--- src/slec_fifo.sv ---
// Two-entry queue used between front and back and on the result side.
// No dependencies.
`default_nettype none

module slec_fifo #(
    parameter int W = 8
) (
    input  wire logic         i_clk,
    input  wire logic         i_rst_n,
    input  wire logic         i_push,
    input  wire logic [W-1:0] i_data,
    output logic              o_full,
    input  wire logic         i_pop,
    output logic [W-1:0]      o_data,
    output logic              o_empty
);

    logic [W-1:0] r_mem [2];
    logic         r_wp;
    logic         r_rp;
    logic [1:0]   r_cnt;
    logic         do_push;
    logic         do_pop;

    assign o_full  = (r_cnt == 2'd2);
    assign o_empty = (r_cnt == 2'd0);
    assign o_data  = r_mem[r_rp];
    assign do_push = i_push && !o_full;
    assign do_pop  = i_pop && !o_empty;

    always_ff @(posedge i_clk) begin
        if (!i_rst_n) begin
            r_wp  <= 1'b0;
            r_rp  <= 1'b0;
            r_cnt <= 2'd0;
        end else begin
            if (do_push) begin
                r_wp <= !r_wp;
            end
            if (do_pop) begin
                r_rp <= !r_rp;
            end
            case ({do_push, do_pop})
                2'b10:   r_cnt <= r_cnt + 2'd1;
                2'b01:   r_cnt <= r_cnt - 2'd1;
                default: r_cnt <= r_cnt;
            endcase
        end
    end

    always_ff @(posedge i_clk) begin
        if (do_push) begin
            r_mem[r_wp] <= i_data;
        end
    end

endmodule

`default_nettype wire

--- config.mk ---
export PLATFORM = sky130hd
export DESIGN_NAME = slec_fifo
export DESIGN_NICKNAME = d
export VERILOG_FILES = /design/src/slec_fifo.sv
export SDC_FILE = /design/constraint.sdc
export NUM_CORES = 1
export LEC_CHECK = 0
export BUFFER_PORTS_ARGS = -buffer_cell sky130_fd_sc_hd__buf_2
export CORE_MARGIN = 3
export CORE_UTILIZATION = 49
export CTS_CLUSTER_DIAMETER = 50
export DETAILED_ROUTE_END_ITERATION = 6
export PLACE_DENSITY = 0.81
export SYNTH_ARGS = -nofsm -noshare
export SYNTH_HDL_FRONTEND = slang
export SYNTH_SLANG_ARGS = --single-unit
export TNS_END_PERCENT = 5
--- constraint.sdc ---
create_clock -name i_clk -period 1.55 [get_ports i_clk]
set_input_delay 0.465 -clock i_clk [delete_from_list [all_inputs] [get_ports i_clk]]
set_output_delay 0.465 -clock i_clk [all_outputs]
set_load 0.005 [all_outputs]
### After elaboration in Yosys (flattened, before gate mapping)

Memory sizes are Yosys's and may differ from the RTL's. A register that Yosys moved wholly into a read port is not among the register bits.
Cells that the tools add are included.
Widths: inputs -> output; s select.

| storage, ports and cells | value |
|---|---|
| flip-flop bits (word level) | 4 |
| RAM bits | 16 |
| output and inout bits | 10 |
| word-level logic and storage cells | 22 |
| memories | 1 |

Memory list:

| memory | words | bits a word | rd ports | clocked after Yosys merged registers in | wr ports | RTL line | text |
|---|---|---|---|---|---|---|---|
| r_mem | 2 | 8 | 1 | 1 | 1 | 18 | `logic [W-1:0] r_mem [2];` |

| operators by class | value |
|---|---|
| add/sub/neg operators | 2 |
| eq/ne operators | 3 |
| multiplexer cells | 5 |
| reductions and logical operators | 8 |

Operators by type and width:

| cell | number |
|---|---|
| $eq 2x2->1 const B | 2 |
| $logic_not 1->1 | 4 |
| $mux 1 | 4 |
| $pmux 2 s2 | 1 |
| $add 2x1->2 const B | 1 |
| $eq 2x1->1 const B | 1 |
| $logic_and 1x1->1 | 2 |
| $logic_not 2->1 | 1 |
| $reduce_bool 2->1 | 1 |
| $sub 2x1->2 const B | 1 |

### Depth between registers and ports, before layout

| logic depth | value |
|---|---|
| depth after elaboration | 5 |
| gate-level depth with buffers | 6 |
| gate-level depth less buffers | 6 |

### Least setup slack after synthesis

No wires, ideal clock.

| timing path | value |
|---|---|
| path type | register to register |
| from | reg r_cnt[0] |
| to | reg r_cnt[1] |
| library setup time | 0.070 ns |
| arrival time | 1.382 ns |
| required time | 1.480 ns |
| path slack | 0.098 ns |
| cell stages (with the launch flop) | 6 |
| path buffers | 0 |
| clock period less this slack | 1.452 ns |
| path through | dfxtp_1 > nand2b_2 > nand2_1 > ha_1 > or3_1 > a21oi_1 |

| between the ends | value |
|---|---|
| cells in the longest elaborated chain, start to end | 5 |

Ends and longest elaborated chain:

| item | RTL line | text |
|---|---|---|
| start: declaration | 21 | `logic [1:0] r_cnt;` |
| start signal: assignment | 44 | `2'b10: r_cnt <= r_cnt + 2'd1;` |
| start signal: assignment | 45 | `2'b01: r_cnt <= r_cnt - 2'd1;` |
| start signal: assignment | 46 | `default: r_cnt <= r_cnt;` |
| $eq 2x2->1 / $logic_not 2->1 (equally long branches) | 25, 26 |  |
| $logic_not 1->1 (on tied branches) | 28, 29 |  |
| $logic_and 1x1->1 (on tied branches) | 28, 29 |  |
| $eq 2x1->1 / $eq 2x2->1 (equally long branches) | 43 | `case ({do_push, do_pop})` |
| $pmux 2 s2 / $reduce_bool 2->1 (equally long branches) | n/a |  |

Parallel ways exist; a longest one is shown, timed or not.
A chain may end at the register's enable or synchronous reset.

==> results by group <==
Setup path
  – Worst Path Arrival: between 1 and 1.5 ns
  – Crit path capture type: primary output
  – CP peak stage delay: between 0.4 and 0.5 ns
  – Worst-path fanout max: 8
  – Req. time, crit path: roughly 1.1 ns
  – Delay-heaviest family, CP: flip-flops
  – CP Cell Sequence: mux2_4 > buf_6
  – Slowest-stage cell, CP: dfxtp_4
  – Buffers and inverters on the worst path: 1
  – Setup CP Type: flop to primary output
  – CP Launch Type: flop

Floorplanning
  – Core box area: around 1400 um^2
  – Initial Util: 0.567
  – FP Rows: 13
  – Die area: 2160 um^2
  – Die H: between 40 and 50 um
  – Die outline width: between 40 and 50 um
  – Io pins: 22

Timing
  – FMAX: roughly 600 MHz
  – Min Hold Slack: 0.353 ns
  – Slew HR: 0.742
  – Final Max Tran Viols: 0
  – Fin. Hold Viols: 0
  – Final Worst Setup Slack: -0.105 ns
  – Final period util: 1.07
  – # setup viols final: 8
  – Slew at the pin closest to its max-slew limit: 0.386 ns
  – Clock Skews: 0.00402 ns
  – Post-layout min period: 1.66 ns
  – RSZ-0062 raised after global routing: yes

CTS
  – # resized after CTS: 17
  – CTS sink count: 21
  – Worst-Skew Late Latency: 0.30 ns
  – H-tree depth: 1
  – CTS Buffer Depth: 2
  – CTS tree: done
  – Root Driver: clkbuf_4
  – CTS Buf Count: 3
  – Clock Pin Slew Worst Setup and Hold Paths: 0.11 ns
  – Post CTS Setup Buffer Count: 0
  – Hold-fix buffers, CTS: 0

Synth
  – Synth top area cells: edfxtp_1 60%, dfxtp_1 12%, mux2_2 11%
  – Area share of the largest cell type after synthesis: 0.599
  – Largest area contributor in the netlist: edfxtp_1
  – Sequential fraction of the synthesis area: 0.724
  – Flops & latches, synth: 21
  – Gate Count Post-Synth: 52
  – Syn avg cell area: 15.4 um^2
  – Synthesized area: about 800 um^2
  – Yosys cell types: 17
  – Syn Nets: 65
  – Ys Warns: 0

Place
  – Pre-CTS setup slack: -0.0384 ns
  – HPWL Detailed: 962 um
  – Gp weighted congestion: 0.683
  – Placed cells: 90
  – Port-buffer cells: 21

Route
  – Pre-antenna DRT Iters: 5
  – Routed wire per std cell: 14.4 um
  – Post-DR vias/cell: approximately 5.2
  – DR DRC count: 0
  – Antenna violation net count after detailed routing: 0
  – DRT Wirelength: roughly 1400 um
  – Via count: roughly 490
  – Iter 0 DRT Violations: 3

Global routing
  – GR Util met1: 0.176
  – Pin count of the biggest net entering global routing: 12
  – GRT Util Overall: 0.143
  – Initial antenna violation count: 0
  – First-pass GRT wire length: 2010 um
  – Layer with the highest usage: met2
  – Grt ovf: 0
  – Number of global-route vias before repair: 464
  – Met2 Use GR: 0.225
  – Met3 Use GR: 0.0469

Final layout
  – Util after Layout: 0.746
  – Synth-to-Final Area Change: 31.7%
  – Nets: 93
  – Antenna diodes: 0
  – Finished Layout Cells: 94
  – Share of cells above drive strength 1: 0.494
  – Commonest non-fill, non-tap cell in the layout: edfxtp_1
  – Most frequent cells in the layout: 16 x edfxtp_1, 13 x buf_2, 8 x mux2_4, 8 x buf_6, 4 x nor2_1

Hold path
  – Hold WC Path Type: input port to flop

Power
  – VDD IR max: 1.05 mV
  – Tot Pwr: 0.00173 W
  – LEAKAGE: ~0.45 nW
  – PD cells: 1630 nW/um^2

Flow run
  – Max Cap Viol: 0

Run status
  – Failing checks: negative setup slack
  – Status: finished, violations left
## layout make-up
type                    count  area, um^2
fillers                   108         359
multi-input cells          26         233
repair buffers             24         178
clock buffers               4        26.3
inverters                   4        15.0
well taps                  15        18.8
flip-flops and latches     21         586
## power breakdown
part           switching, W  leakage, nW  internal [W]
clock              0.000152       0.0150      0.000100
sequential        0.0000854        0.192      0.000734
combinational      0.000239        0.242      0.000415
total              0.000476        0.449       0.00125
## Yosys cell counts
cell type	number
nor2_1	4
dfxtp_1	5
o21ai_0	2
xnor2_1	2
or3_1	2
ha_1	1
nand2b_2	1
and3_1	1
clkbuf_1	1
mux2_2	8
edfxtp_1	16
a21oi_1	2
inv_1	3
inv_2	1
nand2_1	1
xor2_1	1
o21a_1	1
## cell families after synthesis
group / Yosys count / synth area share
flops: 21 / 0.724
simple gates: 9 / 0.0577
mux: 8 / 0.112
compound gates: 5 / 0.0343
buf+inv: 5 / 0.0234
xor+xnor: 3 / 0.0328
fa+ha+maj: 1 / 0.0156
## layer usage
| layer | up-vias | wire length [um] |
|---|---|---|
| li1 | 240 | - |
| met4 | 0 | 0 |
| met5 | - | 0 |
| met3 | 0 | 73 |
| met2 | 15 | 689 |
| met1 | 231 | 587 |
## sequential cells by signal (all words and copies together), names as in the netlist, named ones only
signal  count
r_mem      16
r_cnt       2
r_rp        1
r_wp        1
## through the flow
stage                     TNS, ns  cell area [um^2]
after CTS                  -0.864              1050
final                      -0.790              1060
after detailed placement   -0.306               945
after floorplan                 0               802
after global routing        -1.07              1060
after global placement          0               945
## worst paths after layout
| kind | startpoint | endpoint | slack (ns) | depth (start not counted) |
|---|---|---|---|---|
| setup / recovery | flop | o_data[5] | -0.11 | 2 |
| hold / removal | i_data[0] | r_mem[0][0]$_DFFE_PP_ | 0.35 | 1 |
| setup reg to reg | r_cnt[0]$_SDFFE_PN0P_ | r_mem[0][2]$_DFFE_PP_ | 0.10 | 4 |
| hold reg to reg | r_wp$_SDFFE_PN0P_ | r_wp$_SDFFE_PN0P_ | 0.50 | 2 |
Power figures use the tool's default switching activity.
