$ cat config.mk
export PLATFORM = sky130hd
export DESIGN_NAME = slec_front
export DESIGN_NICKNAME = d
export VERILOG_FILES = /design/src/slec_pkg.sv /design/src/slec_front.sv
export SDC_FILE = /design/constraint.sdc
export NUM_CORES = 1
export LEC_CHECK = 0
export BUFFER_PORTS_ARGS = -buffer_cell sky130_fd_sc_hd__buf_2
export CORE_ASPECT_RATIO = 0.7
export CORE_UTILIZATION = 25
export CTS_CLUSTER_DIAMETER = 30
export DETAILED_ROUTE_END_ITERATION = 7
export PLACE_DENSITY_LB_ADDON = 0.15
export SLEW_MARGIN = 40
export SYNTH_ARGS = -nofsm -noshare
export SYNTH_HDL_FRONTEND = slang
export SYNTH_SLANG_ARGS = --single-unit
$ cat constraint.sdc
create_clock -name i_clk -period 4.95 [get_ports i_clk]
set_input_delay 0.99 -clock i_clk [delete_from_list [all_inputs] [get_ports i_clk]]
set_output_delay 0.99 -clock i_clk [all_outputs]
set_load 0.05 [all_outputs]
$ cat src/slec_pkg.sv
// Shared types and constants for the stimulus-locked epoch capture block.
// No dependencies; the files that use it refer to it by scoped names.
`default_nettype none

package slec_pkg;

    // widths sized for the largest legal module parameters
    localparam int CH_W   = 6;   // channel index, up to 64 channels
    localparam int CC_W   = 7;   // channel count 1..64
    localparam int WL_W   = 11;  // window length 1..1024
    localparam int TC_W   = 7;   // target count 1..64
    localparam int EP_W   = 11;  // epoch slot count 1..1024
    localparam int LIM_W  = 17;  // entries per epoch, up to 65536
    localparam int FILL_W = 11;  // per-epoch fill counter
    localparam int CHK_W  = 15;  // epochs_per_target * (target + 1)

    typedef enum logic [1:0] {
        ACT_SAMPLE = 2'd0,
        ACT_LOAD   = 2'd1,
        ACT_NEW    = 2'd2,
        ACT_READ   = 2'd3
    } t_action;

    typedef enum logic [2:0] {
        REG_CHANNEL_COUNT     = 3'd0,
        REG_WINDOW_LENGTH     = 3'd1,
        REG_EPOCHS_PER_TARGET = 3'd2,
        REG_TARGET_COUNT      = 3'd3,
        REG_ROW_COL_MODE      = 3'd4,
        REG_GRID_ROWS         = 3'd5
    } t_reg_idx;

    // configuration after clamping
    typedef struct packed {
        logic [CC_W-1:0]  cc;
        logic [WL_W-1:0]  wl;
        logic [7:0]       ept;
        logic [TC_W-1:0]  tc;
        logic [EP_W-1:0]  total;
        logic [LIM_W-1:0] limit;
        logic             row_col;
        logic [4:0]       rows;
    } t_cfg;

    typedef struct packed {
        t_action           action;
        logic signed [23:0] sample;
        logic [7:0]        stim;
        logic [6:0]        slot;
        logic [7:0]        tid;
        logic [9:0]        pos;
        logic [CH_W-1:0]   ch;
        logic              last;
    } t_cmd;

    typedef struct packed {
        logic              target_done;
        logic              session_done;
        logic signed [23:0] read_sample;
        logic [7:0]        read_stimulus;
        logic              read_label;
        logic              error;
    } t_result;

    typedef struct packed {
        logic [FILL_W-1:0] fill;
        logic              open;
        logic [7:0]        stim;
        logic              label;
    } t_epoch;

endpackage

`default_nettype wire

$ cat src/slec_front.sv
// Front end: takes input beats, tracks the channel position inside a frame
// and hands classified commands to the queue. Uses slec_pkg.
`default_nettype none

module slec_front #(
    parameter int MAX_CHANNELS = 8
) (
    input  wire logic               i_clk,
    input  wire logic               i_rst_n,
    input  wire logic               i_push,
    output logic                    o_full,
    input  wire logic [1:0]         i_action,
    input  wire logic signed [23:0] i_sample,
    input  wire logic [7:0]         i_stimulus_code,
    input  wire logic [6:0]         i_slot_index,
    input  wire logic [7:0]         i_target_id,
    input  wire logic [9:0]         i_entry_position,
    input  wire slec_pkg::t_cfg     i_cfg,
    output slec_pkg::t_cmd          o_cmd,
    output logic                    o_cmd_push,
    input  wire logic               i_cmd_full
);

    localparam int CNT_W = (MAX_CHANNELS > 1) ? $clog2(MAX_CHANNELS) : 1;

    logic             r_stg_valid;
    slec_pkg::t_cmd   r_stg;
    logic [CNT_W-1:0] r_chan;
    logic [CNT_W-1:0] ch;
    logic             last;
    logic             drain;
    logic             accept;

    assign drain  = r_stg_valid && !i_cmd_full;
    assign o_full = r_stg_valid && i_cmd_full;
    assign accept = i_push && !o_full;

    // a counter past channel_count counts as the frame's last channel
    always_comb begin
        if (slec_pkg::CC_W'(r_chan) < i_cfg.cc) begin
            ch = r_chan;
        end else begin
            ch = CNT_W'(i_cfg.cc - slec_pkg::CC_W'(1));
        end
        last = (slec_pkg::CC_W'(ch) == i_cfg.cc - slec_pkg::CC_W'(1));
    end

    always_comb begin
        o_cmd      = r_stg;
        o_cmd.ch   = slec_pkg::CH_W'(ch);
        o_cmd.last = last;
        o_cmd_push = r_stg_valid;
    end

    always_ff @(posedge i_clk) begin
        if (!i_rst_n) begin
            r_stg_valid <= 1'b0;
            r_chan      <= '0;
        end else begin
            if (accept) begin
                r_stg_valid <= 1'b1;
            end else if (drain) begin
                r_stg_valid <= 1'b0;
            end
            if (drain) begin
                if (r_stg.action == slec_pkg::ACT_NEW) begin
                    r_chan <= '0;
                end else if (r_stg.action == slec_pkg::ACT_SAMPLE) begin
                    r_chan <= last ? '0 : ch + CNT_W'(1);
                end
            end
        end
    end

    always_ff @(posedge i_clk) begin
        if (accept) begin
            r_stg.action <= slec_pkg::t_action'(i_action);
            r_stg.sample <= i_sample;
            r_stg.stim   <= i_stimulus_code;
            r_stg.slot   <= i_slot_index;
            r_stg.tid    <= i_target_id;
            r_stg.pos    <= i_entry_position;
            r_stg.ch     <= '0;
            r_stg.last   <= 1'b0;
        end
    end

endmodule

`default_nettype wire

Yosys cells after proc, flatten, opt, wreduce, memory -nomap -nowiden
Cells that the tools add are included.
{"block": "classes", "n_addsub": 2, "multipliers": 0, "n_div": 0, "magnitude_cmp": 1, "eq_ne": 2, "shift": 0, "n_mux": 6, "n_bitwise": 0, "reduce_logical": 9}
{"operator": "two-way mux 3 bit", "n": 4}
{"operator": "== test 3 x 7 -> 1 bit", "n": 1}
{"operator": "less-than comparator 3 x 7 -> 1 bit", "n": 1}
{"operator": "subtractor 7 x 1 -> 7 bit, second input constant", "n": 1}
{"operator": "nonzero test 2 bit", "n": 2}
{"operator": "adder 3 x 1 -> 3 bit, second input constant", "n": 1}
{"operator": "logical AND 1 bit", "n": 3}
{"operator": "== test 2 bit, second input constant", "n": 1}
{"operator": "zero test 1 bit", "n": 2}
{"operator": "zero test 2 bit", "n": 1}
{"operator": "two-way mux 1 bit", "n": 2}
{"operator": "AND reduction 2 bit", "n": 1}
{"block": "word_totals", "regBits": 63, "latch_bits": 0, "ram_bits": 0, "rom_bits": 0, "inputBits": 130, "elab_cells": 28, "mem_count": 0}

Depth between registers and ports, before layout
{"block": "depth", "ltp_word": 6, "mapped_depth": 12, "mapped_depth_nobuf": 12}

Worst setup path before layout
Ideal clock, no wire load.
{"block": "synth_timing", "path_type": "in2reg", "start": "input i_cmd_full", "end": "register r_stg (netlist bit o_cmd[10]) (enable)", "t_arrival_ns": 4.016, "required_ns": 4.468, "path_slack_ns": 0.453, "stages": 2, "path_buffers": 0, "cell_sequence": "and2_1 nor2b_1"}
{"block": "synth_between", "elab_chain_len": 3}
{"element": "start, declared", "line": "slec_front.sv:21", "rtl": "input wire logic i_cmd_full"}
{"element": "logical AND 1 bit", "line": "slec_front.sv:35", "rtl": "assign o_full = r_stg_valid && i_cmd_full;"}
{"element": "zero test 1 bit", "line": "slec_front.sv:36", "rtl": "assign accept = i_push && !o_full;"}
{"element": "logical AND 1 bit", "line": "slec_front.sv:36"}
{"element": "named net accept", "line": "slec_front.sv:32", "rtl": "logic accept;"}
{"element": "end, declared", "line": "slec_front.sv:27", "rtl": "slec_pkg::t_cmd r_stg;"}
The timed path passes the listed nets, and every way through them passes these cells.
A chain may end at the register's enable or synchronous reset.

==> results.cfg <==
[cts]
path_clk_slew_ns = 0.05
cts_setup_buffers = 0
cts_buffer_depth = 2
ctsHoldBuffers = 0
numCtsBuffers = 9
clock-root-buffer = clkbuf_16
cts-htree-levels = 3
ctsResizeCount = 0
cts_tree = built
insertion_delay_ns = 0.32
cts_sinks = 63

[timing]
rsz0062_at_grt = false
clock.fmax_mhz = 270
skew_ns = 0.00598
finalSetupViolCount = 0
min_period_ns = 3.70
finalMaxSlewViolations = 0
tns_ns = 0
worst_hold_slack_ns = 0.564
slew_headroom_pct = 50.7
worst_slew_pin_slew_ns = 0.733
period_share_pct = 74.8
finalHoldViolations = 0

[worst_setup_path]
critPathBufInv = 3
worstSetupStartpointType = input pin
crit_start = i_cfg[62]
arrival_ns = 2.71
crit_chain = buf_2, inv_1, ha_1, nand2_1, o21ai_1, nand2_1, o21ai_0, buf_2
cpMaxStageDelayCell = o21ai_1
cp_max_fo = 6
worstSetupPathType = input pin to output port
r2r_slack_ns = 2.51
cp_num_cells = 8
crit_end = o_cmd[2]
r2r_end = r_chan[2]
endpoint_kind = output port
crit_required_ns = 3.96
crit_family = compound AO/OA/AOI/OAI gates
r2r_start = r_chan[2]
r2r_cells = 10
max_stage_delay_ns = 0.36

[synthesis]
syn_area_per_cell_um2 = 18.5
synth.yosys.warnings = 0
synth.top_cell.area_share_pct = 79.0
seq_area_frac_synth_pct = 82.5
ys_ff_latch = 63
postSynthCellCount = 121
synth.distinct_cells = 30
yosysTopAreaCell = edfxtp_1
ys_top_cells_by_area = edfxtp_1 (79%), dfxtp_1 (3.6%), ha_1 (2.2%)
synth_area_mm2 = 0.00224

[final_layout]
post_route_cells_drive_above_1_share_pct = 58.1
filler_cell_count = 841
diodes = 0
final-seq-area_mm2 = 0.00185
area_growth_pct = 49.1
nets = 399
multi_input_area_um2 = 358
fin_area_mm2 = 0.00335

[floorplanning]
initial_core_util_pct = 26.1
core_region_area_mm2 = 0.00858
io_pins = 198
dieWidth_um = 115
die_h_um = 81.3
die-area_mm2 = 0.00936
fp-row-count = 28

[grt]
overflow = 0
grt_pass1_wl_mm = 7.07
grt_pass1_vias = 1442
grt_use_total_pct = 10.7
antenna_found_initial = 0
grt_max_degree = 60

[route]
vias = 1533
drt_first_pass_iters = 4
drtIter0Drc = 81
drt-total-wl_mm = 4.91
wl_per_cell_um = 12.6
vias_per_cell = 3.93
ant_nets = 0
drc_errors = 0

[placement]
place_congestion = 0.715
place_area_mm2 = 0.00306
hpwl_mm = 3.66
portBuffers = 134

[pwr]
p_comb_share_pct = 13.7
seq_power_share_pct = 43.9
power_mw = 1.42
power.density_mw_per_mm2 = 426
p_leak_nw = 1.46
p_sw_share_pct = 26.3
switchingPower_mw = 0.374
power.share.clock_pct = 42.4
peakVddDrop_mv = 0.195
power.internal_mw = 1.05

[job]
cap_viol_max_count = 0

[run_status]
status = completed

[hold_path]
hold_class = flop to flop
hp-start = r_chan[0]
placed cells by master, fill, tap and decap left out:
cell / count
nor2_1: 5
bufinv_16: 1
a22o_1: 1
a21oi_1: 2
a22o_2: 1
xnor2_2: 1
a21oi_2: 1
nand3b_1: 2
nor4_1: 1
clkbuf_16: 9
o31a_2: 1
clkinv_1: 2
edfxtp_1: 59
nand2_1: 7
clkinv_2: 2
a32o_2: 2
buf_4: 1
and2_1: 1
o21ai_0: 2
a22oi_1: 1
nand2b_1: 1
nand4_1: 1
o21ai_1: 1
ha_1: 4
buf_2: 134
nand3_1: 2
nor3b_1: 2
a311o_1: 1
clkinvlp_4: 1
dfxtp_1: 4
nor2b_4: 1
and2_2: 1
clkinv_4: 1
inv_1: 5
xnor2_1: 3
conb_1: 3
nor2b_1: 2
o21a_1: 1
through the flow:
step           instances  utilization (%)  worst slack [ns]
2_1_floorplan        123                -             0.453
3_3_place_gp         374             35.6              1.27
3_5_place_dp         374             35.6              1.24
4_1_cts              390             39.0              1.25
5_1_grt              390             39.0              1.10
6_report             390             39.0              1.25
logic make-up after synthesis:
| family | count (synthesis) | synth area share (%) |
|---|---|---|
| other cells | 1 | 0.167 |
| simple gates | 26 | 6.08 |
| buf+inv | 9 | 2.18 |
| flops | 63 | 82.5 |
| compound gates | 14 | 4.91 |
| fa+ha+maj | 4 | 2.23 |
| xor+xnor | 4 | 1.90 |
cells in the mapped netlist:
cell,number
xnor2_1,3
inv_1,5
buf_4,4
nand4_1,1
a21oi_1,2
nor2b_1,3
xnor2_2,1
dfxtp_1,4
a22o_2,1
and2_2,1
nand3_1,2
a32o_2,2
nor2_1,5
nand3b_1,2
a22oi_1,1
nor3b_1,2
nand2_1,7
o21a_1,1
a311o_1,1
o31a_2,1
nor4_1,1
nand2b_1,1
and2_1,1
conb_1,1
edfxtp_1,59
a22o_1,1
o21ai_1,1
a21oi_2,1
o21ai_0,2
ha_1,4
layout make-up:
cell class,count,share of cell area (%)
inverter,5,0.561
sequential,63,55.3
clock inverter,7,1.91
timing repair buffer,135,20.3
multi-input combinational,51,10.7
tap,120,4.49
clock buffer,9,6.73
power groups by stage:
stage | combinational, mW | sequential [mW] | clock, mW
floorplan | 0.0331 | 0.742 | 0
global placement | 0.197 | 0.636 | 0
detailed placement | 0.197 | 0.636 | 0
CTS | 0.198 | 0.626 | 0.622
global route | 0.207 | 0.628 | 0.647
finish | 0.195 | 0.625 | 0.604
registers in the layout, summed over array words and instances (netlist names):
name / count
o_cmd: 59
r_chan: 3
o_cmd_push: 1
per-layer routing:
layer / up-vias / share of wire, % / global-route usage, %
li1: 743 / - / -
met1: 711 / 44 / 13.0
met2: 70 / 45 / 14.7
met3: 9 / 9.3 / 6.19
met4: 0 / 1.7 / 6.23
met5: - / 0 / 0
worst min path at each step:
stage	cells after the start	endpoint
2_1_floorplan	1	r_chan[0]
3_3_place_gp	1	r_chan[0]
3_5_place_dp	1	r_chan[0]
4_1_cts	1	r_chan[0]
5_1_grt	1	r_chan[0]
6_report	1	r_chan[0]
worst reg2reg max path, delay by kind of cell, from the launching register on:
kind                     cells  cell delay (ns)
adder cells (fa/ha/maj)      2             0.56
AO/OA/AOI/OAI                4             0.86
AND/OR/NAND/NOR              4             0.56
flip-flops                   1             0.35
(Power assumes the default switching activity.)
